### config.mk
export PLATFORM = sky130hd
export DESIGN_NAME = contiguous_unit_allocator
export DESIGN_NICKNAME = d
export VERILOG_FILES = /design/src/rtl/cua_pkg.sv /design/src/rtl/contiguous_unit_allocator.sv
export VERILOG_INCLUDE_DIRS = /design/src /design/src/rtl
export SDC_FILE = /design/constraint.sdc
export NUM_CORES = 2
export LEC_CHECK = 0
export BUFFER_PORTS_ARGS = -buffer_cell sky130_fd_sc_hd__buf_2
export CELL_PAD_IN_SITES_DETAIL_PLACEMENT = 0
export CELL_PAD_IN_SITES_GLOBAL_PLACEMENT = 1
export CORE_MARGIN = 1.5
export CORE_UTILIZATION = 25
export DETAILED_ROUTE_END_ITERATION = 8
export PLACE_DENSITY_LB_ADDON = 0.12
export SYNTH_ARGS = -nofsm -noshare
export SYNTH_HDL_FRONTEND = slang
export SYNTH_SLANG_ARGS = --single-unit
### constraint.sdc
create_clock -name clk -period 4.3 [get_ports clk]
set_input_delay 1.29 -clock clk [delete_from_list [all_inputs] [get_ports clk]]
set_output_delay 1.29 -clock clk [all_outputs]
set_load 0.005 [all_outputs]
### src/rtl/contiguous_unit_allocator_macros.svh
// Assertion helpers for the allocator.
`ifndef CONTIGUOUS_UNIT_ALLOCATOR_MACROS_SVH
`define CONTIGUOUS_UNIT_ALLOCATOR_MACROS_SVH

// Implication checked on every rising clock edge, reset low disables.
`define CUA_ASSERT_IMP(label, ante, cons) \
  label: assert property (@(posedge clk) disable iff (!rst_n) (ante) |-> (cons)) \
    else $error("assertion failed");

// Next-cycle implication.
`define CUA_ASSERT_NXT(label, ante, cons) \
  label: assert property (@(posedge clk) disable iff (!rst_n) (ante) |=> (cons)) \
    else $error("assertion failed");

`endif

### src/rtl/cua_pkg.sv
// ----------------------------------------------------------------------------
// cua_pkg
// Shared types and codes of the contiguous unit allocator.
// ----------------------------------------------------------------------------
package cua_pkg;

  localparam logic CMD_ALLOC = 1'b0;
  localparam logic CMD_FREE  = 1'b1;

  localparam logic [1:0] ST_DONE      = 2'd0;
  localparam logic [1:0] ST_NO_SPACE  = 2'd1;
  localparam logic [1:0] ST_NOT_FOUND = 2'd2;

  localparam logic [1:0] POL_FIRST = 2'd0;
  localparam logic [1:0] POL_NEXT  = 2'd1;
  localparam logic [1:0] POL_BEST  = 2'd2;
  localparam logic [1:0] POL_WORST = 2'd3;

  typedef enum logic [5:0] {
    S_CLEAR = 6'b00_0001,
    S_IDLE  = 6'b00_0010,
    S_SCAN  = 6'b00_0100,
    S_FIND  = 6'b00_1000,
    S_WRITE = 6'b01_0000,
    S_OUT   = 6'b10_0000
  } state_t;

endpackage

### src/rtl/contiguous_unit_allocator.sv
// ----------------------------------------------------------------------------
// contiguous_unit_allocator
// Contiguous run allocator over a unit owner map, first/next/best/worst fit.
// ----------------------------------------------------------------------------
// One item at a time. After reset a clearing pass empties the map before the
// first beat is taken. The map memory reads one unit per cycle (registered
// read data), and a single scan walks it once from unit 0 while tracking the
// current free hole. An allocate scans the whole map, picks the base, then
// writes unit_count entries one per cycle before the next beat can be taken.
// A free clears the owner's first run as the scan passes it and stops at its
// end. A request refused at the door (owner zero, or for an allocate a zero
// count or a count beyond the map) goes straight to the result state. The
// result sits in an output register; the next beat is taken while it waits,
// and the block only holds in its result state while an older result is
// still unread.
module contiguous_unit_allocator #(
  parameter int MAP_UNITS  = 128,
  parameter int OWNER_BITS = 16
) (
  input  logic        clk,
  input  logic        rst_n,
  input  logic        cfg_valid,
  output logic        cfg_ready,
  input  logic [7:0]  cfg_data,      // [1:0] fit_policy
  input  logic        in_tvalid,
  output logic        in_tready,
  input  logic [23:0] in_tdata,      // [15:0] owner_id, [23:16] unit_count
  input  logic        in_tuser,      // [0] cmd
  output logic        out_tvalid,
  input  logic        out_tready,
  output logic [15:0] out_tdata      // [1:0] status, [8:2] base_index
);
`include "contiguous_unit_allocator_macros.svh"

  localparam int AW = $clog2(MAP_UNITS);
  localparam int CW = AW + 1;

  logic                  cmd_in;
  logic [OWNER_BITS-1:0] owner_m;
  logic [7:0]            count_in;
  assign cmd_in   = in_tuser;
  assign owner_m  = OWNER_BITS'(in_tdata[15:0]);
  assign count_in = in_tdata[23:16];

  logic [OWNER_BITS-1:0] mem [MAP_UNITS];
  logic [OWNER_BITS-1:0] rd_r;
  logic                  we;
  logic [AW-1:0]         wa, ra;
  logic [OWNER_BITS-1:0] wd;

  cua_pkg::state_t state_r, state_nxt;
  logic [1:0]            pol_r;
  logic [AW-1:0]         nfp_r, nfp_nxt;
  logic                  cmd_r;
  logic [OWNER_BITS-1:0] own_r;
  logic [CW-1:0]         n_r;
  logic [CW-1:0]         idx_r, idx_nxt;     // scan counter (address stream)
  logic                  vld_r;              // rd_r holds unit idx_d_r
  logic [AW-1:0]         idx_d_r;
  logic [AW-1:0]         hs_r, hs_nxt;       // current hole start
  logic [CW-1:0]         hl_r, hl_nxt;       // current hole length
  logic                  fnd_r, fnd_nxt;
  logic [AW-1:0]         pk_r, pk_nxt;
  logic [CW-1:0]         pl_r, pl_nxt;
  logic                  fnd2_r, fnd2_nxt;   // next fit: start at or above pointer
  logic [AW-1:0]         pk2_r, pk2_nxt;
  logic [CW-1:0]         wc_r, wc_nxt;       // write cursor
  logic [CW-1:0]         we_end_r, we_end_nxt;
  logic [1:0]            st_r, st_nxt;
  logic [AW-1:0]         base_r, base_nxt;
  logic                  ov_r, ov_nxt;
  logic [15:0]           od_r, od_nxt;

  localparam logic [CW-1:0] MU = CW'(MAP_UNITS);

  always_ff @(posedge clk) begin
    if (we) mem[wa] <= wd;
    rd_r <= mem[ra];
  end

  logic in_acc, cfg_acc, reject;
  assign cfg_ready  = (state_r == cua_pkg::S_IDLE) && !ov_r && !in_tvalid;
  assign in_tready  = (state_r == cua_pkg::S_IDLE);
  assign in_acc     = in_tvalid && in_tready;
  assign cfg_acc    = cfg_valid && cfg_ready;
  assign out_tvalid = ov_r;
  assign out_tdata  = od_r;
  assign reject = (owner_m == '0) ||
                  (cmd_in == cua_pkg::CMD_ALLOC &&
                   (count_in == 8'd0 || {24'd0, count_in} > 32'(MAP_UNITS)));

  // per-unit hole tracking terms
  logic          free_u, last_u, hole_end;
  logic [CW-1:0] run_len, hole_len, cand, run_end;
  logic [AW-1:0] hole_start, hole_base, pick;
  assign free_u     = (rd_r == '0);
  assign last_u     = ({1'b0, idx_d_r} == MU - 1'b1);
  assign run_len    = hl_r + 1'b1;
  assign hole_start = (hl_r == '0) ? idx_d_r : hs_r;
  assign hole_end   = !free_u || last_u;
  assign hole_len   = free_u ? run_len : hl_r;
  assign hole_base  = free_u ? hole_start : hs_r;
  // run of n ending at this unit starts here
  assign cand       = {1'b0, idx_d_r} + 1'b1 - n_r;
  assign pick       = (pol_r == cua_pkg::POL_NEXT && fnd2_r) ? pk2_r : pk_r;
  assign run_end    = {1'b0, pick} + n_r;

  always_comb begin
    state_nxt = state_r;
    idx_nxt = idx_r; hs_nxt = hs_r; hl_nxt = hl_r; fnd_nxt = fnd_r;
    pk_nxt = pk_r; pl_nxt = pl_r; fnd2_nxt = fnd2_r; pk2_nxt = pk2_r;
    wc_nxt = wc_r; we_end_nxt = we_end_r; st_nxt = st_r; base_nxt = base_r;
    nfp_nxt = nfp_r; ov_nxt = ov_r; od_nxt = od_r;
    we = 1'b0; wa = wc_r[AW-1:0]; wd = own_r; ra = idx_r[AW-1:0];
    if (ov_r && out_tready) ov_nxt = 1'b0;
    unique case (state_r)
      cua_pkg::S_CLEAR: begin
        we = 1'b1; wa = idx_r[AW-1:0]; wd = '0;
        idx_nxt = idx_r + 1'b1;
        if (idx_r == MU - 1'b1) state_nxt = cua_pkg::S_IDLE;
      end
      cua_pkg::S_IDLE: begin
        idx_nxt = '0; hl_nxt = '0; hs_nxt = '0; fnd_nxt = 1'b0; fnd2_nxt = 1'b0;
        pl_nxt = '0; pk_nxt = '0; pk2_nxt = '0; base_nxt = '0;
        if (in_acc) begin
          if (reject) begin
            st_nxt = (cmd_in == cua_pkg::CMD_FREE) ? cua_pkg::ST_NOT_FOUND :
                                                     cua_pkg::ST_NO_SPACE;
            state_nxt = cua_pkg::S_OUT;
          end else state_nxt = cua_pkg::S_SCAN;
        end
      end
      cua_pkg::S_SCAN: begin
        if (idx_r < MU) idx_nxt = idx_r + 1'b1;
        if (vld_r) begin
          if (cmd_r == cua_pkg::CMD_FREE) begin
            // clear the first run as it streams by
            if (rd_r == own_r) begin
              we = 1'b1; wa = idx_d_r; wd = '0;
              if (!fnd_r) begin
                fnd_nxt = 1'b1; base_nxt = idx_d_r;
              end
              if (last_u) begin
                st_nxt = cua_pkg::ST_DONE; state_nxt = cua_pkg::S_OUT;
              end
            end else if (fnd_r) begin
              st_nxt = cua_pkg::ST_DONE; state_nxt = cua_pkg::S_OUT;
            end else if (last_u) begin
              st_nxt = cua_pkg::ST_NOT_FOUND; state_nxt = cua_pkg::S_OUT;
            end
          end else begin
            if (free_u) begin
              hs_nxt = hole_start; hl_nxt = run_len;
            end else hl_nxt = '0;
            if (pol_r == cua_pkg::POL_FIRST || pol_r == cua_pkg::POL_NEXT) begin
              if (free_u && run_len >= n_r) begin
                if (!fnd_r) begin
                  fnd_nxt = 1'b1; pk_nxt = cand[AW-1:0];
                end
                if (!fnd2_r && cand >= {1'b0, nfp_r}) begin
                  fnd2_nxt = 1'b1; pk2_nxt = cand[AW-1:0];
                end
              end
            end else if (hole_end && hole_len >= n_r) begin
              // strict compares keep the lowest hole on ties
              if (!fnd_r ||
                  (pol_r == cua_pkg::POL_BEST  && hole_len < pl_r) ||
                  (pol_r == cua_pkg::POL_WORST && hole_len > pl_r)) begin
                fnd_nxt = 1'b1; pl_nxt = hole_len; pk_nxt = hole_base;
              end
            end
            if (last_u) state_nxt = cua_pkg::S_FIND;
          end
        end
      end
      cua_pkg::S_FIND: begin
        if (fnd_r) begin
          base_nxt = pick; wc_nxt = {1'b0, pick}; we_end_nxt = run_end;
          if (pol_r == cua_pkg::POL_NEXT)
            nfp_nxt = (run_end >= MU) ? '0 : run_end[AW-1:0];
          state_nxt = cua_pkg::S_WRITE;
        end else begin
          st_nxt = cua_pkg::ST_NO_SPACE; state_nxt = cua_pkg::S_OUT;
        end
      end
      cua_pkg::S_WRITE: begin
        we = 1'b1; wa = wc_r[AW-1:0]; wd = own_r;
        wc_nxt = wc_r + 1'b1;
        if (wc_r + 1'b1 == we_end_r) begin
          st_nxt = cua_pkg::ST_DONE; state_nxt = cua_pkg::S_OUT;
        end
      end
      cua_pkg::S_OUT: begin
        if (!ov_r || out_tready) begin
          ov_nxt = 1'b1;
          od_nxt = {7'd0, (st_r == cua_pkg::ST_DONE) ? 7'(base_r) : 7'd0, st_r};
          state_nxt = cua_pkg::S_IDLE;
        end
      end
      default: state_nxt = cua_pkg::S_IDLE;
    endcase
  end

  // read valid tracking: the address issued last cycle lands in rd_r now
  logic rd_issue;
  assign rd_issue = (state_r == cua_pkg::S_SCAN) && (state_nxt == cua_pkg::S_SCAN) &&
                    (idx_r < MU);

  always_ff @(posedge clk) begin
    if (!rst_n) begin
      state_r <= cua_pkg::S_CLEAR; pol_r <= cua_pkg::POL_FIRST; nfp_r <= '0;
      idx_r <= '0; ov_r <= 1'b0; vld_r <= 1'b0;
    end else begin
      state_r <= state_nxt;
      idx_r   <= idx_nxt;
      vld_r   <= rd_issue;
      ov_r    <= ov_nxt;
      nfp_r   <= nfp_nxt;
      if (cfg_acc) pol_r <= cfg_data[1:0];
    end
    if (in_acc) begin
      cmd_r <= cmd_in;
      own_r <= owner_m;
      n_r   <= CW'(count_in);
    end
    idx_d_r <= idx_r[AW-1:0]; hs_r <= hs_nxt; hl_r <= hl_nxt; fnd_r <= fnd_nxt;
    pk_r <= pk_nxt; pl_r <= pl_nxt; fnd2_r <= fnd2_nxt; pk2_r <= pk2_nxt;
    wc_r <= wc_nxt; we_end_r <= we_end_nxt; st_r <= st_nxt; base_r <= base_nxt;
    od_r <= od_nxt;
  end

  `CUA_ASSERT_IMP(a_busy_not_ready, state_r != cua_pkg::S_IDLE, !in_tready)
  `CUA_ASSERT_IMP(a_fail_zero_base, out_tvalid && out_tdata[1:0] != cua_pkg::ST_DONE,
                  out_tdata[8:2] == 7'd0)
  `CUA_ASSERT_NXT(a_out_hold, out_tvalid && !out_tready, out_tvalid && $stable(out_tdata))
  `CUA_ASSERT_IMP(a_write_in_map, we, wa < AW'(MAP_UNITS - 1) || wa == AW'(MAP_UNITS - 1))

endmodule
* Word level (Yosys, flattened, before mapping)
Memory sizes are Yosys's and may differ from the RTL's. A register that Yosys moved wholly into a read port is not among the register bits.
Cells that the tools add are included.
** Operators by class
- $add $sub $neg :: 6
- Bitwise logic cells :: 1
- Order comparisons :: 8
- Shift-type cells :: 0
- Div/mod/pow operators :: 0
- Equal/unequal tests :: 41
- Multipliers :: 0
- Multiplexer cells :: 98
- Reduce and logical (&&, ||, !) cells :: 50
** Operators by type and width (count)
- $mux 7 :: 26
- $mux 8 :: 11
- $mux 6 :: 12
- $pmux 7 s2 :: 4
- $mux 16 :: 3
- $pmux 8 s2 :: 3
- $pmux 6 s6 :: 1
- $logic_not 16->1 :: 2
- $pmux 16 s2 :: 1
- $ne 2x2->1 const B :: 14
- $add 8x1->8 const B :: 3
- $pmux 8 s3 :: 1
- $reduce_and 6->1 :: 4
- $mux 2 :: 11
- $ne 3x3->1 const B :: 7
- $pmux 7 s3 :: 1
- $mux 1 :: 20
- $eq 16x16->1 :: 1
- $ge 8x8->1 :: 2
- $logic_not 8->1 :: 2
- $logic_and 1x1->1 :: 14
- $eq 6x3->1 const B :: 2
- $ne 4x4->1 const B :: 3
- $reduce_and 9->1 :: 1
- other kinds (33) :: 55
** Storage, ports and cells
- Logic and storage cells :: 228
- Memories kept :: 1
- Flip-flop bits (word level) :: 130
- Latch bits :: 0
- Input bits :: 38
- RAM bits :: 2048
- Output and inout bits :: 19
- Memory bits (read-only) :: 0
** Memory list
- mem :: words 128, bits a word 16, read ports 1, clocked after memory_dff 1, write ports 1, line contiguous_unit_allocator.sv:45 : logic [OWNER_BITS-1:0] mem [MAP_UNITS];

* Logic depth before layout (Yosys ltp)
- Depth after elaboration :: 12
- Mapped depth :: 15
- Depth with buffers taken out :: 15

* Worst setup path after synthesis
OpenSTA, ideal clock, no wires.
- Path kind :: register -> register
- Start :: register state_r[1]
- End :: memory mem[0][0], data pin
- Setup slack :: 0.287 ns
- Setup time :: 0.535 ns
- Path buffers :: 5
- Stages on the path, launching flop included :: 12
- Clock period less this slack :: 4.013 ns
- Data arrival time :: 3.478 ns
- Required time :: 3.765 ns
- Cells stage by stage :: dfxtp_1 buf_2 nor4_1 nand3b_1 inv_1 and3_1 buf_2 a21oi_1 buf_2 clkbuf_1 clkbuf_1 and2_1
** Between the ends
- Word-level cells in the longest chain between the ends :: 2
- Elaborated cells on any way between the ends :: 3
- Those cells by class :: 2 x eq/ne; 1 x mux
** Ends and longest elaborated chain
- start, declared :: line contiguous_unit_allocator.sv:51 : cua_pkg::state_t state_r, state_nxt;
- start signal, assigned :: line contiguous_unit_allocator.sv:214 : state_r <= state_nxt;
- $eq 6x3->1 or $eq 6x1->1 (tied branches) :: line contiguous_unit_allocator.sv:116 : unique case (state_r)
- $pmux 16 s2 * :: line contiguous_unit_allocator.sv:116
- via wd[0] :: line contiguous_unit_allocator.sv:49 : logic [OWNER_BITS-1:0] wd;
- end, declared :: line contiguous_unit_allocator.sv:45
The timed path passes the listed nets; every way through them passes the cells marked *.

* Final worst setup path
- Start :: register rd_r[13], read port of mem
- End :: register pl_r[6] (enable)
** Between the ends
- Word-level cells in the longest chain between the ends :: 8
- Elaborated cells on any way between the ends :: 15
- Those cells by class :: 3 x order compare; 2 x eq/ne; 1 x mux; 9 x reduce/logical
** Ends and longest elaborated chain
- start, declared :: line contiguous_unit_allocator.sv:46 : logic [OWNER_BITS-1:0] rd_r;
- $logic_not 16->1 * :: line contiguous_unit_allocator.sv:96 : assign free_u = (rd_r == '0);
- $mux 8 * :: line contiguous_unit_allocator.sv:101 : assign hole_len = free_u ? run_len : hl_r;
- via hole_len[5] :: line contiguous_unit_allocator.sv:94 : logic [CW-1:0] run_len, hole_len, cand, run_end;
- $lt 8x8->1 :: line contiguous_unit_allocator.sv:167 : (pol_r == cua_pkg::POL_BEST && hole_len < pl_r) ||
- $logic_and 1x1->1 :: line contiguous_unit_allocator.sv:167
- $logic_or 1x1->1 :: line contiguous_unit_allocator.sv:166 : if (!fnd_r ||
- $logic_or 1x1->1 :: line contiguous_unit_allocator.sv:167
- $ne 2x2->1 (no line)
- $reduce_and 6->1 (no line) *
- end signal, assigned :: line contiguous_unit_allocator.sv:227 : pk_r <= pk_nxt; pl_r <= pl_nxt; fnd2_r <= fnd2_nxt; pk2_r <= pk2_nxt;
- end, declared :: line contiguous_unit_allocator.sv:64 : logic [CW-1:0] pl_r, pl_nxt;
Marked as above.
A chain may end at the register's enable or synchronous reset.

==> metrics.md <==
| Metric | Value |
|---|---|
| Rows | approximately 220 |
| Post-route ant nets | 0 |
| Routed vias | 40300 |
| Max Buffers Root-to-Sink | 4 |
| Area Overhead vs Synth | 20.8% |
| Gr usage total | 14.8% |
| Cells along the critical path | nor4_1, and4_1, buf_4, nand2_1, xnor2_1, ha_1, a21oi_1, nor2b_1, o21ai_0, o211ai_1, o31a_1, a221oi_1, buf_4, a31o_2 |
| Setup slack, reg-to-reg | 0.35 ns |
| FF-to-FF path depth | 14 |
| Overall Power | 58.3 mW |
| Final hold viol count | 0 |
| Post-route DRC | 0 |
| Cells after Synth | 3822 |
| Starting DRT DRC Count | 3655 |
| Vias per Instance | roughly 4.5 |
| DIE AREA | 347000 µm² |
| Filler cell count in the final layout | 33000 |
| Clk_skew | 0.0652 ns |
| TritonRoute pass-1 iters | 5 |
| Crit path DAT | 4.49 ns |
| Clk pin slew, worst setup/hold paths | 0.06 ns |
| Overflow after GRT | 0 |
| Post-layout util | about 30% |
| Status | finished, final reports clean |
| Synthesis-stage register bit count | 2194 |
| CP endpoint kind | flip-flop |
| Classification of the worst-slack hold path | flip-flop to flip-flop |
| Clock Latency Late Sink | 0.89 ns |
| Nets | 4343 |
| CTS root buf | clkbuf_16 |
| Final cell count without fillers | 9009 |
| Routability congestion estimate | 0.729 |
| Synth top area share | 75.0% |
| Die W | 589 µm |
| H-tree levels | 5 |
| Dpl cells | 8542 |
| Top Ports | 57 |
| Vias in the first global route | between 40000 and 50000 |
| Clock tree sinks | approximately 2200 |
| Final Cycle Share | between 90% and 100% |
| PwrDens | 561 nW/µm² |
| Synth Area per Inst | 22.5 µm² |
| RSZ-0062 raised after global routing | false |
| Area occupied by multi-input gates | 19800 µm² |
| Minimum clock period | 3.95 ns |
| Cts bufs inserted | 263 |
| Largest area contributor in the netlist | edfxtp_1 |
| CTS tree | done |
| Post-synthesis sequential area ratio | 76.1% |
| Slowest stage cell, crit path | nor4_1 |
| Synth cell types | just over 60 |
| Most used cell, CP | buf_4 |
| Top_reg_cell synth | edfxtp_1 |
| Slew Limit Headroom | 22.4% |
| Syn. warnings | 0 |
| Die H | 589 µm |
| FFs w/ async S/R, synth | 0% |
| Layout cells sized above 1 | approximately 33% |
| Wire per inst | 28.7 µm |
| P_leak | 32.3 nW |
| Initial Utilization | 25.1% |
| Worst hold slack | 0.462 ns |
| Post-CTS resize count | 0 |
| Worst Path Required | between 4 and 5 ns |
| Initial antenna violation count | 21 |
| Slowest stage delay, CP | between 0.4 and 0.5 ns |
| Final setup fails | 0 |
| First-pass GRT wire length | 358000 µm |
| Cell area after synthesis | around 86000 µm² |
| CP Launch Type | flip-flop |
| Worst-margin pin slew | approximately 1.2 ns |
| Critical path peak fanout | 8 |
| Kind of cell adding the most delay to the critical path | compound AO/OA/AOI/OAI gates |
| IO Port Bufs | 43 |
| Pins over their slew limit | 0 |
| Core ar. | 342000 µm² |
| CP Class | flip-flop to flip-flop |
| Area occupied by registers | 65400 µm² |
| Total wire length | 259000 µm |
| Hold Path Depth | 0 |
| Top cells by area, synth | edfxtp_1 75%, mux4_2 17%, dfxtp_1 1.1% |
| Hold_buf cts | 0 |
| Critical path depth | 14 |
| Largest net degree at the start of global routing | 94 |
| Post CTS Setup Buffer Count | 0 |
| MaxCap Viol Count | 0 |
| Critical path buffer and inverter count | 2 |
| Highest Clock Rate | 253 MHz |
| Number of synthesized flops with an enable pin | 2146 |
| VDD IR max | around 0.26 mV |
| Setup TNS | 0 ns |
| Detail Placement HPWL | roughly 150000 µm |
-- registers in the layout (all words and copies together) (netlist names), 9 cells and up --
name and count:
mem 2048, own_r 16, rd_r 16, out_tdata 9
-- power by group --
group	switching [mW]	internal, mW
registers	0.232	24.6
logic	6.73	5.16
clock network	8.95	12.6
-- final cells by class --
class                   count  share of cell area, %
inverters                  55                  0.199
well taps                4557                   5.49
diodes                     10                 0.0241
multi-input cells        1388                   19.1
clock buffers             334                   6.75
clock inverters           123                   1.15
repair buffers            348                   4.30
flip-flops and latches   2194                   63.0
-- stage by stage --
stage               worst slack (ns)  instance area, µm²
finish                         0.345              104000
global route                   0.106              104000
CTS                            0.227              104000
detailed placement             0.360               95600
global placement               0.265               95600
floorplan                      0.287               86000
-- layout by cell type, fill, tap and decap left out, drive strengths merged, types with 17 or more instances in the layout --
cell type  instances
a21oi             29
and2              39
buf              348
bufinv            17
clkbuf           334
clkinv            88
dfxtp             48
edfxtp          2146
ha                53
inv               67
mux2i             51
mux4             655
nand2             62
nand3             21
nor2             185
nor2b             17
o21a              17
o21ai             34
xnor2             40
xor2              25
-- synth_stat cells, types with 4 or more instances --
master and count:
a211oi_1 5, a21boi_0 5, a21o_1 13, a21oi_1 29
a22oi_1 14, a32o_1 6, and2_1 39, and3_1 11
buf_1 25, buf_2 69, buf_4 7, clkbuf_1 90
dfxtp_1 48, edfxtp_1 2146, ha_1 53, inv_1 52
mux2_2 7, mux2i_1 51, mux4_2 655, nand2_1 62
nand2b_1 8, nand3_1 21, nand3b_1 5, nand4_1 16
nor2_1 185, nor2b_1 17, nor3_1 5, nor4_1 14
o211ai_1 4, o21a_1 17, o21ai_0 34, o22ai_1 4
xnor2_1 40, xor2_1 25
-- kinds of logic after synthesis --
kind of cell | Yosys count | share of synthesized area (%)
buffers and inverters | 246 | 1.21
AOI/OAI and AO/OA | 150 | 1.17
other | 1 | 0.00436
DFF | 2194 | 76.1
adders and majority gates | 55 | 0.818
xor gates and xnor gates | 65 | 0.663
and+or+nand+nor | 398 | 2.18
muxes | 713 | 17.9
-- path summary, 6_finish.rpt --
check                    startpoint                     end
setup / recovery   rd_r[13]$_DFF_P_   pl_r[6]$_SDFFCE_PN0P_
hold reg to reg   st_r[1]$_DFFE_PP_  out_tdata[1]$_DFFE_PP_
setup reg to reg   rd_r[13]$_DFF_P_   pl_r[6]$_SDFFCE_PN0P_
hold / removal    st_r[1]$_DFFE_PP_  out_tdata[1]$_DFFE_PP_
-- metal layers --
layer | wire length (µm) | vias up | global-route usage (%)
met4 | 4320 | 2 | 2.73
met1 | 117000 | 22100 | 20.6
met3 | 11800 | 285 | 2.26
li1 | - | 17000 | -
met5 | 11 | - | 0
met2 | 125000 | 881 | 24.5
No activity file was read; power rests on OpenSTA's default activity.
